===== src/rtl/core/tpcg_pkg.sv =====
package tpcg_pkg;

  localparam int unsigned KHZ_W       = 22;
  localparam int unsigned STEP_W      = 20;
  localparam int unsigned TEMP_W      = 8;
  localparam int unsigned CNT_W       = 8;
  localparam int unsigned HOLD_W      = 12;
  localparam int unsigned FAIL_HOLD_W = 15;
  localparam int unsigned REP_W       = 2;
  localparam int unsigned CLASS_W     = 3;
  localparam int unsigned CFG_IDX_W   = 3;

  localparam logic [CNT_W-1:0] SAT8              = 8'd255;
  localparam logic [CNT_W-1:0] SINK_UNDO_WINDOW  = 8'd8;
  localparam logic [REP_W-1:0] FAIL_REPEAT_MAX   = 2'd3;
  localparam logic [CNT_W-1:0] CLIMB_TO_MAX_RUN  = 8'd2;
  localparam logic [CNT_W-1:0] FUTILE_SLIP_TICKS = 8'd4;

  // Frame-load classes; codes above LOAD_FF_SLIP act as an ordinary slip
  localparam logic [CLASS_W-1:0] LOAD_SLACK    = 3'd0;
  localparam logic [CLASS_W-1:0] LOAD_BUSY     = 3'd1;
  localparam logic [CLASS_W-1:0] LOAD_SLIP     = 3'd2;
  localparam logic [CLASS_W-1:0] LOAD_BIG_SLIP = 3'd3;
  localparam logic [CLASS_W-1:0] LOAD_FF_SLIP  = 3'd4;

  typedef enum logic [CFG_IDX_W-1:0] {
    CFG_MIN_KHZ,
    CFG_MAX_KHZ,
    CFG_STEP_KHZ,
    CFG_TARGET_TEMP,
    CFG_HOT_TEMP,
    CFG_SLACK_DWELL,
    CFG_FAIL_HOLD,
    CFG_FUTILE_HOLD
  } tpcg_cfg_idx_t;

  localparam logic [KHZ_W-1:0]  RST_MIN_KHZ     = 22'd600000;
  localparam logic [KHZ_W-1:0]  RST_MAX_KHZ     = 22'd1800000;
  localparam logic [STEP_W-1:0] RST_STEP_KHZ    = 20'd216000;
  localparam logic [TEMP_W-1:0] RST_TARGET_TEMP = 8'd60;
  localparam logic [TEMP_W-1:0] RST_HOT_TEMP    = 8'd72;
  localparam logic [CNT_W-1:0]  RST_SLACK_DWELL = 8'd4;
  localparam logic [HOLD_W-1:0] RST_FAIL_HOLD   = 12'd120;
  localparam logic [HOLD_W-1:0] RST_FUTILE_HOLD = 12'd120;

  typedef struct packed {
    logic [KHZ_W-1:0]  min_khz;
    logic [KHZ_W-1:0]  max_khz;
    logic [STEP_W-1:0] step_khz;
    logic [TEMP_W-1:0] target_temp_c;
    logic [TEMP_W-1:0] hot_temp_c;
    logic [CNT_W-1:0]  slack_dwell_ticks;
    logic [HOLD_W-1:0] fail_hold_ticks;
    logic [HOLD_W-1:0] futile_hold_ticks;
  } tpcg_cfg_t;

  typedef struct packed {
    logic               mode;
    logic               temp_valid;
    logic [TEMP_W-1:0]  temp_c;
    logic [CLASS_W-1:0] load_class;
  } tpcg_item_t;

  typedef struct packed {
    logic [KHZ_W-1:0]       ceiling;
    logic [CNT_W-1:0]       slip_count;
    logic [CNT_W-1:0]       slack_count;
    logic [KHZ_W-1:0]       failed_ceiling;
    logic [FAIL_HOLD_W-1:0] fail_hold_left;
    logic [REP_W-1:0]       fail_repeats;
    logic [KHZ_W-1:0]       presink_ceiling;
    logic [CNT_W-1:0]       ticks_since_sink;
    logic [KHZ_W-1:0]       episode_origin;
    logic [CNT_W-1:0]       slips_at_max;
    logic [HOLD_W-1:0]      futile_hold_left;
  } tpcg_state_t;

  function automatic tpcg_state_t tpcg_reseed(input logic [KHZ_W-1:0] max_khz);
    tpcg_state_t s;
    s                  = '0;
    s.ceiling          = max_khz;
    s.ticks_since_sink = SAT8;
    return s;
  endfunction

endpackage


===== src/rtl/core/tpcg_if.sv =====
interface tpcg_item_if;
  import tpcg_pkg::*;
  logic               valid;
  logic               ready;
  logic               mode;
  logic               temp_valid;
  logic [TEMP_W-1:0]  temp_c;
  logic [CLASS_W-1:0] load_class;
  modport source (output valid, mode, temp_valid, temp_c, load_class, input ready);
  modport sink   (input valid, mode, temp_valid, temp_c, load_class, output ready);
endinterface

interface tpcg_result_if;
  import tpcg_pkg::*;
  logic             valid;
  logic             ready;
  logic [KHZ_W-1:0] ceiling_khz;
  modport source (output valid, ceiling_khz, input ready);
  modport sink   (input valid, ceiling_khz, output ready);
endinterface

interface tpcg_cfg_if;
  import tpcg_pkg::*;
  logic                 valid;
  logic                 ready;
  logic [CFG_IDX_W-1:0] index;
  logic [KHZ_W-1:0]     data;
  modport source (output valid, index, data, input ready);
  modport sink   (input valid, index, data, output ready);
endinterface


===== src/rtl/core/tpcg_cfg_regs.sv =====
module tpcg_cfg_regs (
  input  logic                clk,
  input  logic                rst,
  tpcg_cfg_if.sink            cfg,
  output tpcg_pkg::tpcg_cfg_t regs
);
  import tpcg_pkg::*;

  assign cfg.ready = 1'b1;

  always_ff @(posedge clk) begin
    if (rst) begin
      regs.min_khz           <= RST_MIN_KHZ;
      regs.max_khz           <= RST_MAX_KHZ;
      regs.step_khz          <= RST_STEP_KHZ;
      regs.target_temp_c     <= RST_TARGET_TEMP;
      regs.hot_temp_c        <= RST_HOT_TEMP;
      regs.slack_dwell_ticks <= RST_SLACK_DWELL;
      regs.fail_hold_ticks   <= RST_FAIL_HOLD;
      regs.futile_hold_ticks <= RST_FUTILE_HOLD;
    end else if (cfg.valid) begin
      case (tpcg_cfg_idx_t'(cfg.index))
        CFG_MIN_KHZ:     regs.min_khz           <= cfg.data;
        CFG_MAX_KHZ:     regs.max_khz           <= cfg.data;
        CFG_STEP_KHZ:    regs.step_khz          <= cfg.data[STEP_W-1:0];
        CFG_TARGET_TEMP: regs.target_temp_c     <= cfg.data[TEMP_W-1:0];
        CFG_HOT_TEMP:    regs.hot_temp_c        <= cfg.data[TEMP_W-1:0];
        CFG_SLACK_DWELL: regs.slack_dwell_ticks <= cfg.data[CNT_W-1:0];
        CFG_FAIL_HOLD:   regs.fail_hold_ticks   <= cfg.data[HOLD_W-1:0];
        CFG_FUTILE_HOLD: regs.futile_hold_ticks <= cfg.data[HOLD_W-1:0];
        default: ;
      endcase
    end
  end

endmodule


===== src/rtl/core/tpcg_update.sv =====
module tpcg_update (
  input  tpcg_pkg::tpcg_item_t  item,
  input  tpcg_pkg::tpcg_state_t st,
  input  tpcg_pkg::tpcg_cfg_t   cfg,
  output tpcg_pkg::tpcg_state_t nx
);
  import tpcg_pkg::*;

  function automatic logic [CNT_W-1:0] inc_sat(input logic [CNT_W-1:0] v);
    return (v < SAT8) ? v + 1'b1 : SAT8;
  endfunction

  logic [KHZ_W:0]         diff;
  logic [KHZ_W-1:0]       down;
  logic [KHZ_W:0]         up_sum;
  logic [KHZ_W-1:0]       up;
  logic [KHZ_W-1:0]       presink_cap;
  logic                   below_max;
  logic                   hot;
  logic                   cool;
  logic                   ff;
  logic [FAIL_HOLD_W-1:0] fhl_dec;
  logic [HOLD_W-1:0]      fut_dec;
  logic [CNT_W-1:0]       tss_inc;
  logic [CNT_W-1:0]       slip_inc;
  logic [CNT_W-1:0]       slack_inc;
  logic [CNT_W-1:0]       sam;
  logic [KHZ_W-1:0]       origin;
  logic [REP_W-1:0]       reps;
  logic                   sink_ok;

  // Shared one-step-down with floor at the minimum
  assign diff = {1'b0, st.ceiling} - {{(KHZ_W - STEP_W + 1){1'b0}}, cfg.step_khz};
  assign down = (diff[KHZ_W] || (diff[KHZ_W-1:0] < cfg.min_khz)) ? cfg.min_khz
                                                                 : diff[KHZ_W-1:0];
  // One-step climb capped at the maximum
  assign up_sum = {1'b0, st.ceiling} + {{(KHZ_W - STEP_W + 1){1'b0}}, cfg.step_khz};
  assign up     = (up_sum > {1'b0, cfg.max_khz}) ? cfg.max_khz : up_sum[KHZ_W-1:0];
  assign presink_cap = (st.presink_ceiling > cfg.max_khz) ? cfg.max_khz
                                                          : st.presink_ceiling;

  assign below_max = st.ceiling < cfg.max_khz;
  assign hot       = item.temp_valid && (item.temp_c >= cfg.hot_temp_c);
  assign cool      = !item.temp_valid || (item.temp_c <= cfg.target_temp_c);
  assign ff        = item.load_class == LOAD_FF_SLIP;
  assign fhl_dec   = (st.fail_hold_left != '0) ? st.fail_hold_left - 1'b1 : '0;
  assign fut_dec   = (st.futile_hold_left != '0) ? st.futile_hold_left - 1'b1 : '0;
  assign tss_inc   = inc_sat(st.ticks_since_sink);
  assign slip_inc  = inc_sat(st.slip_count);
  assign slack_inc = inc_sat(st.slack_count);

  assign sink_ok = (slack_inc >= cfg.slack_dwell_ticks) && cool &&
                   ((fhl_dec == '0) || (down > st.failed_ceiling)) &&
                   (st.ceiling > cfg.min_khz);

  always_comb begin
    nx     = st;
    sam    = st.slips_at_max;
    origin = st.episode_origin;
    reps   = '0;
    if (item.mode) begin
      nx = tpcg_reseed(cfg.max_khz);
    end else if (hot) begin
      nx.ceiling     = down;
      nx.slip_count  = '0;
      nx.slack_count = '0;
    end else begin
      nx.fail_hold_left   = fhl_dec;
      nx.futile_hold_left = fut_dec;
      nx.ticks_since_sink = tss_inc;
      case (item.load_class)
        LOAD_BUSY: begin
          nx.slip_count = '0;
        end
        LOAD_SLACK: begin
          nx.slack_count    = slack_inc;
          nx.slip_count     = '0;
          nx.slips_at_max   = '0;
          nx.episode_origin = '0;
          if (sink_ok) begin
            nx.presink_ceiling  = st.ceiling;
            nx.ticks_since_sink = '0;
            nx.ceiling          = down;
            nx.slack_count      = '0;
          end
        end
        default: begin
          if ((fut_dec != '0) && !ff) begin
            nx.slack_count = '0;
          end else if (!ff && !below_max && (inc_sat(st.slips_at_max) >= FUTILE_SLIP_TICKS)
                       && (st.episode_origin != '0)
                       && (st.episode_origin < cfg.max_khz)) begin
            // Futile climb: fall back to where the episode began and hold
            nx.ceiling          = st.episode_origin;
            nx.futile_hold_left = cfg.futile_hold_ticks;
            nx.slips_at_max     = '0;
            nx.slip_count       = '0;
            nx.slack_count      = '0;
          end else begin
            if (!ff) begin
              if ((st.slip_count == '0) && below_max) begin
                origin = st.ceiling;
              end
              sam = below_max ? '0 : inc_sat(st.slips_at_max);
            end
            nx.episode_origin = origin;
            nx.slips_at_max   = sam;
            nx.slip_count     = slip_inc;
            nx.slack_count    = '0;
            if (below_max) begin
              if ((st.failed_ceiling != '0) && (st.ceiling <= st.failed_ceiling)) begin
                reps = (st.fail_repeats < FAIL_REPEAT_MAX) ? st.fail_repeats + 1'b1
                                                           : st.fail_repeats;
              end
              nx.fail_repeats = reps;
              if (st.ceiling > st.failed_ceiling) begin
                nx.failed_ceiling = st.ceiling;
              end
              nx.fail_hold_left = {{(FAIL_HOLD_W - HOLD_W){1'b0}}, cfg.fail_hold_ticks}
                                  << reps;
              if ((item.load_class == LOAD_BIG_SLIP) || ff) begin
                nx.ceiling = cfg.max_khz;
              end else if ((tss_inc < SINK_UNDO_WINDOW)
                           && (st.presink_ceiling > st.ceiling)) begin
                nx.ceiling = presink_cap;
              end else if (slip_inc >= CLIMB_TO_MAX_RUN) begin
                nx.ceiling = cfg.max_khz;
              end else begin
                nx.ceiling = up;
              end
            end
          end
        end
      endcase
    end
  end

endmodule


===== src/rtl/core/thermal_perf_clock_ceiling_governor.sv =====
// Channel  Role    Payload                                  Accepted when
// item     sink    mode, temp_valid, temp_c, load_class     item.valid && item.ready
// result   source  ceiling_khz                              result.valid && result.ready
// cfg      sink    index, data                              cfg.valid && cfg.ready
//
// One beat in, one beat out. A tick is captured in the input register, the update
// logic runs, and the new state and ceiling land together; sustained rate is one beat
// per cycle while result.ready holds, and the result is shown from the result register.
// Synchronous reset loads the register defaults and the governor state.
// A stalled result only blocks the input register once both hold a beat.
module thermal_perf_clock_ceiling_governor (
  input  logic          clk,
  input  logic          rst,
  tpcg_cfg_if.sink      cfg,
  tpcg_item_if.sink     item,
  tpcg_result_if.source result
);
  import tpcg_pkg::*;

  tpcg_cfg_t        cur_cfg;
  tpcg_item_t       held_item;
  logic             held_valid;
  tpcg_state_t      st;
  tpcg_state_t      st_next;
  logic             res_valid;
  logic [KHZ_W-1:0] res_ceiling;
  logic             advance;

  tpcg_cfg_regs u_cfg_regs (
    .clk  (clk),
    .rst  (rst),
    .cfg  (cfg),
    .regs (cur_cfg)
  );

  tpcg_update u_update (
    .item (held_item),
    .st   (st),
    .cfg  (cur_cfg),
    .nx   (st_next)
  );

  // Advance the held tick when the result register is free or being drained
  assign advance    = held_valid && (!res_valid || result.ready);
  assign item.ready = !held_valid || advance;

  assign result.valid       = res_valid;
  assign result.ceiling_khz = res_ceiling;

  always_ff @(posedge clk) begin
    if (rst) begin
      held_valid <= 1'b0;
      res_valid  <= 1'b0;
      st         <= tpcg_reseed(RST_MAX_KHZ);
    end else begin
      if (item.ready) begin
        held_valid <= item.valid;
      end
      if (advance) begin
        st        <= st_next;
        res_valid <= 1'b1;
      end else if (result.ready) begin
        res_valid <= 1'b0;
      end
    end
  end

  // Payload: capture the beat and the result, no reset needed
  always_ff @(posedge clk) begin
    if (item.valid && item.ready) begin
      held_item.mode       <= item.mode;
      held_item.temp_valid <= item.temp_valid;
      held_item.temp_c     <= item.temp_c;
      held_item.load_class <= item.load_class;
    end
    if (advance) begin
      res_ceiling <= st_next.ceiling;
    end
  end

`ifndef SYNTHESIS
  // The shown result always matches the stored ceiling it was taken from
  a_result_tracks_state: assert property (@(posedge clk) disable iff (rst)
    (advance) |=> (res_ceiling == st.ceiling))
    else $error("result ceiling differs from state ceiling");

  // A scene change reseeds the ceiling to the maximum then in force
  a_scene_reseeds: assert property (@(posedge clk) disable iff (rst)
    (advance && held_item.mode) |=> (st.ceiling == $past(cur_cfg.max_khz)
                                     && st.slip_count == '0 && st.fail_hold_left == '0))
    else $error("scene change did not reseed state");

  // Nothing is shown straight after reset
  a_reset_empty: assert property (@(posedge clk)
    rst |=> (!res_valid && !held_valid))
    else $error("pipeline not empty after reset");
`endif

endmodule


===== src/flat_wrapper.sv =====
// flat-port wrapper written by rule: the top's interface ports become plain ports
module thermal_perf_clock_ceiling_governor_flat import tpcg_pkg::*;
  (clk, rst, cfg_valid, cfg_index, cfg_data, cfg_ready, item_valid, item_mode, item_temp_valid, item_temp_c, item_load_class, item_ready, result_valid, result_ceiling_khz, result_ready);
  tpcg_cfg_if cfg_i ();
  tpcg_item_if item_i ();
  tpcg_result_if result_i ();
  input  logic clk;
  input  logic rst;
  input wire logic [$bits(cfg_i.valid)-1:0] cfg_valid;
  input wire logic [$bits(cfg_i.index)-1:0] cfg_index;
  input wire logic [$bits(cfg_i.data)-1:0] cfg_data;
  output wire logic [$bits(cfg_i.ready)-1:0] cfg_ready;
  input wire logic [$bits(item_i.valid)-1:0] item_valid;
  input wire logic [$bits(item_i.mode)-1:0] item_mode;
  input wire logic [$bits(item_i.temp_valid)-1:0] item_temp_valid;
  input wire logic [$bits(item_i.temp_c)-1:0] item_temp_c;
  input wire logic [$bits(item_i.load_class)-1:0] item_load_class;
  output wire logic [$bits(item_i.ready)-1:0] item_ready;
  output wire logic [$bits(result_i.valid)-1:0] result_valid;
  output wire logic [$bits(result_i.ceiling_khz)-1:0] result_ceiling_khz;
  input wire logic [$bits(result_i.ready)-1:0] result_ready;
  assign cfg_i.valid = cfg_valid;
  assign cfg_i.index = cfg_index;
  assign cfg_i.data = cfg_data;
  assign cfg_ready = cfg_i.ready;
  assign item_i.valid = item_valid;
  assign item_i.mode = item_mode;
  assign item_i.temp_valid = item_temp_valid;
  assign item_i.temp_c = item_temp_c;
  assign item_i.load_class = item_load_class;
  assign item_ready = item_i.ready;
  assign result_valid = result_i.valid;
  assign result_ceiling_khz = result_i.ceiling_khz;
  assign result_i.ready = result_ready;
  thermal_perf_clock_ceiling_governor u_core (.clk(clk), .rst(rst), .cfg(cfg_i), .item(item_i), .result(result_i));
endmodule

===== config.mk =====
export PLATFORM = sky130hd
export DESIGN_NAME = thermal_perf_clock_ceiling_governor_flat
export DESIGN_NICKNAME = d
export VERILOG_FILES = /design/src/rtl/core/tpcg_pkg.sv /design/src/rtl/core/tpcg_if.sv /design/src/rtl/core/tpcg_cfg_regs.sv /design/src/rtl/core/tpcg_update.sv /design/src/rtl/core/thermal_perf_clock_ceiling_governor.sv /design/src/flat_wrapper.sv
export SDC_FILE = /design/constraint.sdc
export NUM_CORES = 1
export LEC_CHECK = 0
export ABC_CLOCK_PERIOD_IN_PS = 9300
export BUFFER_PORTS_ARGS = -buffer_cell sky130_fd_sc_hd__buf_4
export CAP_MARGIN = 15
export CORE_ASPECT_RATIO = 0.7
export CORE_UTILIZATION = 35
export DETAILED_ROUTE_END_ITERATION = 8
export HOLD_SLACK_MARGIN = 0.03
export PLACE_DENSITY = 0.5
export SLEW_MARGIN = 20
export SYNTH_ARGS = -nofsm -noshare
export SYNTH_HDL_FRONTEND = slang
export SYNTH_SLANG_ARGS = --single-unit

===== constraint.sdc =====
create_clock -name clk -period 9.3 [get_ports clk]
set_input_delay 1.86 -clock clk [delete_from_list [all_inputs] [get_ports clk]]
set_output_delay 1.86 -clock clk [all_outputs]
set_load 0.05 [all_outputs]

==> impl_metrics.py <==
metrics = {
    "placement": {
        "hpwl_um": 69800,
        "routabilityCongestion": 0.967,
        "port_buffers": 66,
    },
    "clocking": {
        "cts_setup_buffers": 0,
        "clkLatencyLatePin_ns": 0.58,
        "cts_buffer_depth": 3,
        "cts_tree": "done",
        "htree_levels": 2,
        "clkTransAtPathRegs_ns": 0.06,
        "cts_buffers": 37,
        "cts.sinks": 298,
        "cts_root_buf": "clkbuf_16",
        "postCtsHoldBufs": 0,
        "cts_resized": 0,
    },
    "worst_setup_path": {
        "slowest_delay_ns": 0.72,
        "crit_family": "compound AO/OA/AOI/OAI gates",
        "arrival_ns": 9.09,
        "cp_max_fo": 29,
        "cp_num_buf_inv": 3,
        "cp-start-kind": "flop",
        "cp.required_ns": 9.69,
        "slowest_stage": "o21ai_0",
        "critical_path_class": "reg2reg",
        "cp-end-kind": "flop",
    },
    "synth": {
        "synthFlopType": "dfxtp_1",
        "synth_cell_types": 101,
        "ys_seq_area_share_pct": 29.5,
        "synth_edf_count": 35,
        "ys_warn_count": 0,
        "async_flop_share_pct": 0,
        "syn_nets": 3057,
        "syn_inst": 2745,
        "netlist_area_mm2": 0.0214,
        "ys_ff_latch": 298,
        "synth_area_per_cell_um2": 7.80,
    },
    "route": {
        "detailedRoute.firstIterationViolations": 2480,
        "vias": 21400,
        "avgViaCountPerCell": 5.95,
        "drt-total-wl_um": 92100,
        "wl_per_cell_um": 25.6,
        "ant_nets": 0,
        "first_pass_iters": 6,
        "drc": 0,
    },
    "timing": {
        "max_freq_ghz": 0.115,
        "tightest_slew_ns": 1.08,
        "finalSetupTns_ns": 0,
        "slew_headroom_pct": 27.7,
        "report.final.setup_viol": 0,
        "slew_viol_final": 0,
        "finClkSkew_ns": 0.0255,
        "fin_crit_ns": 8.70,
        "grt_setup_unrepaired": "false",
        "finalHoldViolCount": 0,
        "period_share_pct": 93.5,
        "hold_slack_ns": 0.453,
    },
    "global_route": {
        "use_met2_pct": 37.5,
        "met3_usage_pct": 7.55,
        "grt-ovfl-total": 0,
        "antenna_found_initial": 2,
        "grt_pass1_vias": 20000,
        "grt_pass1_wl_um": 134000,
        "track_usage_pct": 29.0,
        "top_usage_layer": "met1",
        "grtUsageMet1_pct": 45.8,
        "grt_max_degree": 115,
    },
    "final_layout": {
        "synthToLayoutAreaGrowth_pct": 11.8,
        "antenna_cells": 0,
        "nNetsFinal": 3074,
        "drive_gt1_share_pct": 8.25,
    },
    "pwr": {
        "p_seq_share_pct": 34.2,
        "powerDensity_mw_per_mm2": 170,
        "combinationalPowerShare_pct": 30.2,
        "switching_share_pct": 37.0,
        "clkPwrFrac_pct": 35.6,
        "p_sw_mw": 1.51,
        "peakVddDrop_v": 0.000117,
        "power.internal_mw": 2.57,
        "leakage_nw": 9.67,
    },
    "flow_run": {
        "maxCapViolCount": 0,
    },
    "die": {
        "core_area_mm2": 0.0602,
        "num_io_pins": 68,
        "start_util_pct": 35.6,
        "die-area_mm2": 0.0622,
        "row_count": 75,
        "die_x_um": 298,
        "die-height_um": 209,
    },
    "outcome": {
        "status": "finished clean",
    },
    "hold_path": {
        "hp-class": "reg2reg",
    },
}
## layer usage
layer	vias up	part of all wire (%)
li1	9974	-
met1	10400	50
met5	-	0.049
met3	103	11
met2	951	37
met4	2	2.3
## cells by family (layout without fill, tap and decap cells)
kind of cell	count (synthesis)	after routing	share of synthesized area, %
AOI/OAI and AO/OA	803	803	24.1
xor gates and xnor gates	49	49	2.00
buffers and inverters	312	355	5.62
and+or+nand+nor	983	983	21.5
DFF	298	298	29.5
adders and majority gates	269	269	15.8
other	1	1	0.0175
muxes	30	30	1.45
## power groups by stage
stage                     combinational (mW)  clock [mW]  sequential [mW]
final                                   1.23        1.45             1.40
after global routing                    1.33        1.53             1.40
after CTS                               1.20        1.48             1.39
after detailed placement                1.19           0             1.42
after global placement                  1.18           0             1.42
after floorplan                        0.748           0             1.43
## layout by cell type (no fill, tap or decap), types with 39 or more instances in the layout
cell type,netlist,routed
a21oi_1,305,305
a22oi_1,42,42
buf_4,1,115
clkbuf_16,0,39
dfxtp_1,263,263
ha_1,267,267
inv_1,171,171
nand2_1,376,376
nand3_1,103,103
nand4_1,48,48
nor2_1,222,219
nor3_1,49,47
o21ai_0,131,129
## synthesized netlist by cell type, drive strengths merged, types with 16 or more instances
library cell,instances,share of area (%)
a211o,36,1.5
a211oi,33,1.2
a21o,37,1.3
a21oi,307,7.2
a22oi,42,1.5
a31oi,24,0.70
buf,22,0.50
clkbuf,117,2.1
dfxtp,263,25
edfxtp,35,4.9
ha,267,16
inv,172,3.0
mux2i,22,1.0
nand2,377,6.6
nand2b,29,0.88
nand3,103,2.4
nand3b,18,0.63
nand4,48,1.4
nor2,224,4.0
nor2b,23,0.67
nor3,50,1.2
nor4,30,0.91
o21ai,136,3.2
o31ai,23,0.83
or2,16,0.47
xnor2,38,1.6
## tightest hold or removal path, cell delays in order, from the launching register on
cell and delay [ns]:
dfxtp_1 0.30, nand2_1 0.05, a21oi_1 0.05
## worst paths after layout
path                              start                          to  slack (ns)  cells past startpoint
max                      u_core.st[127]              u_core.st[131]        0.60                     31
min          u_core.u_cfg_regs.regs[94]  u_core.u_cfg_regs.regs[94]        0.45                      2
max reg2reg              u_core.st[127]              u_core.st[131]        0.60                     31
min reg2reg  u_core.u_cfg_regs.regs[94]  u_core.u_cfg_regs.regs[94]        0.45                      2
## final cells by class
cell class	count	area, um^2
Timing Repair Buffer	117	885
Multi-Input combinational cell	2135	13900
Inverter	173	649
Sequential cell	298	6320
Fill cell	6148	36200
Tap cell	808	1010
Clock inverter	14	95.1
Clock buffer	51	1070
## stage by stage
stage               setup WS [ns]  cells  instance area [um^2]  power (mW)  util [%]
detailed placement          0.804   3530                 22800        2.61      37.9
finish                      0.603   3596                 23900        4.08      39.8
floorplan                    2.80   2745                 21400        2.18         -
global placement            0.793   3530                 22800        2.60      37.8
global route                0.204   3596                 23900        4.26      39.8
CTS                         0.701   3595                 23900        4.07      39.8
## state kept, by name, summed over array words and instances (netlist names)
register,cells
u_core.result.valid,1
u_core.held_item,13
u_core.result.ceiling_khz,22
u_core.held_valid,1
u_core.u_cfg_regs.regs,112
u_core.st,149
(Power assumes the default switching activity.)
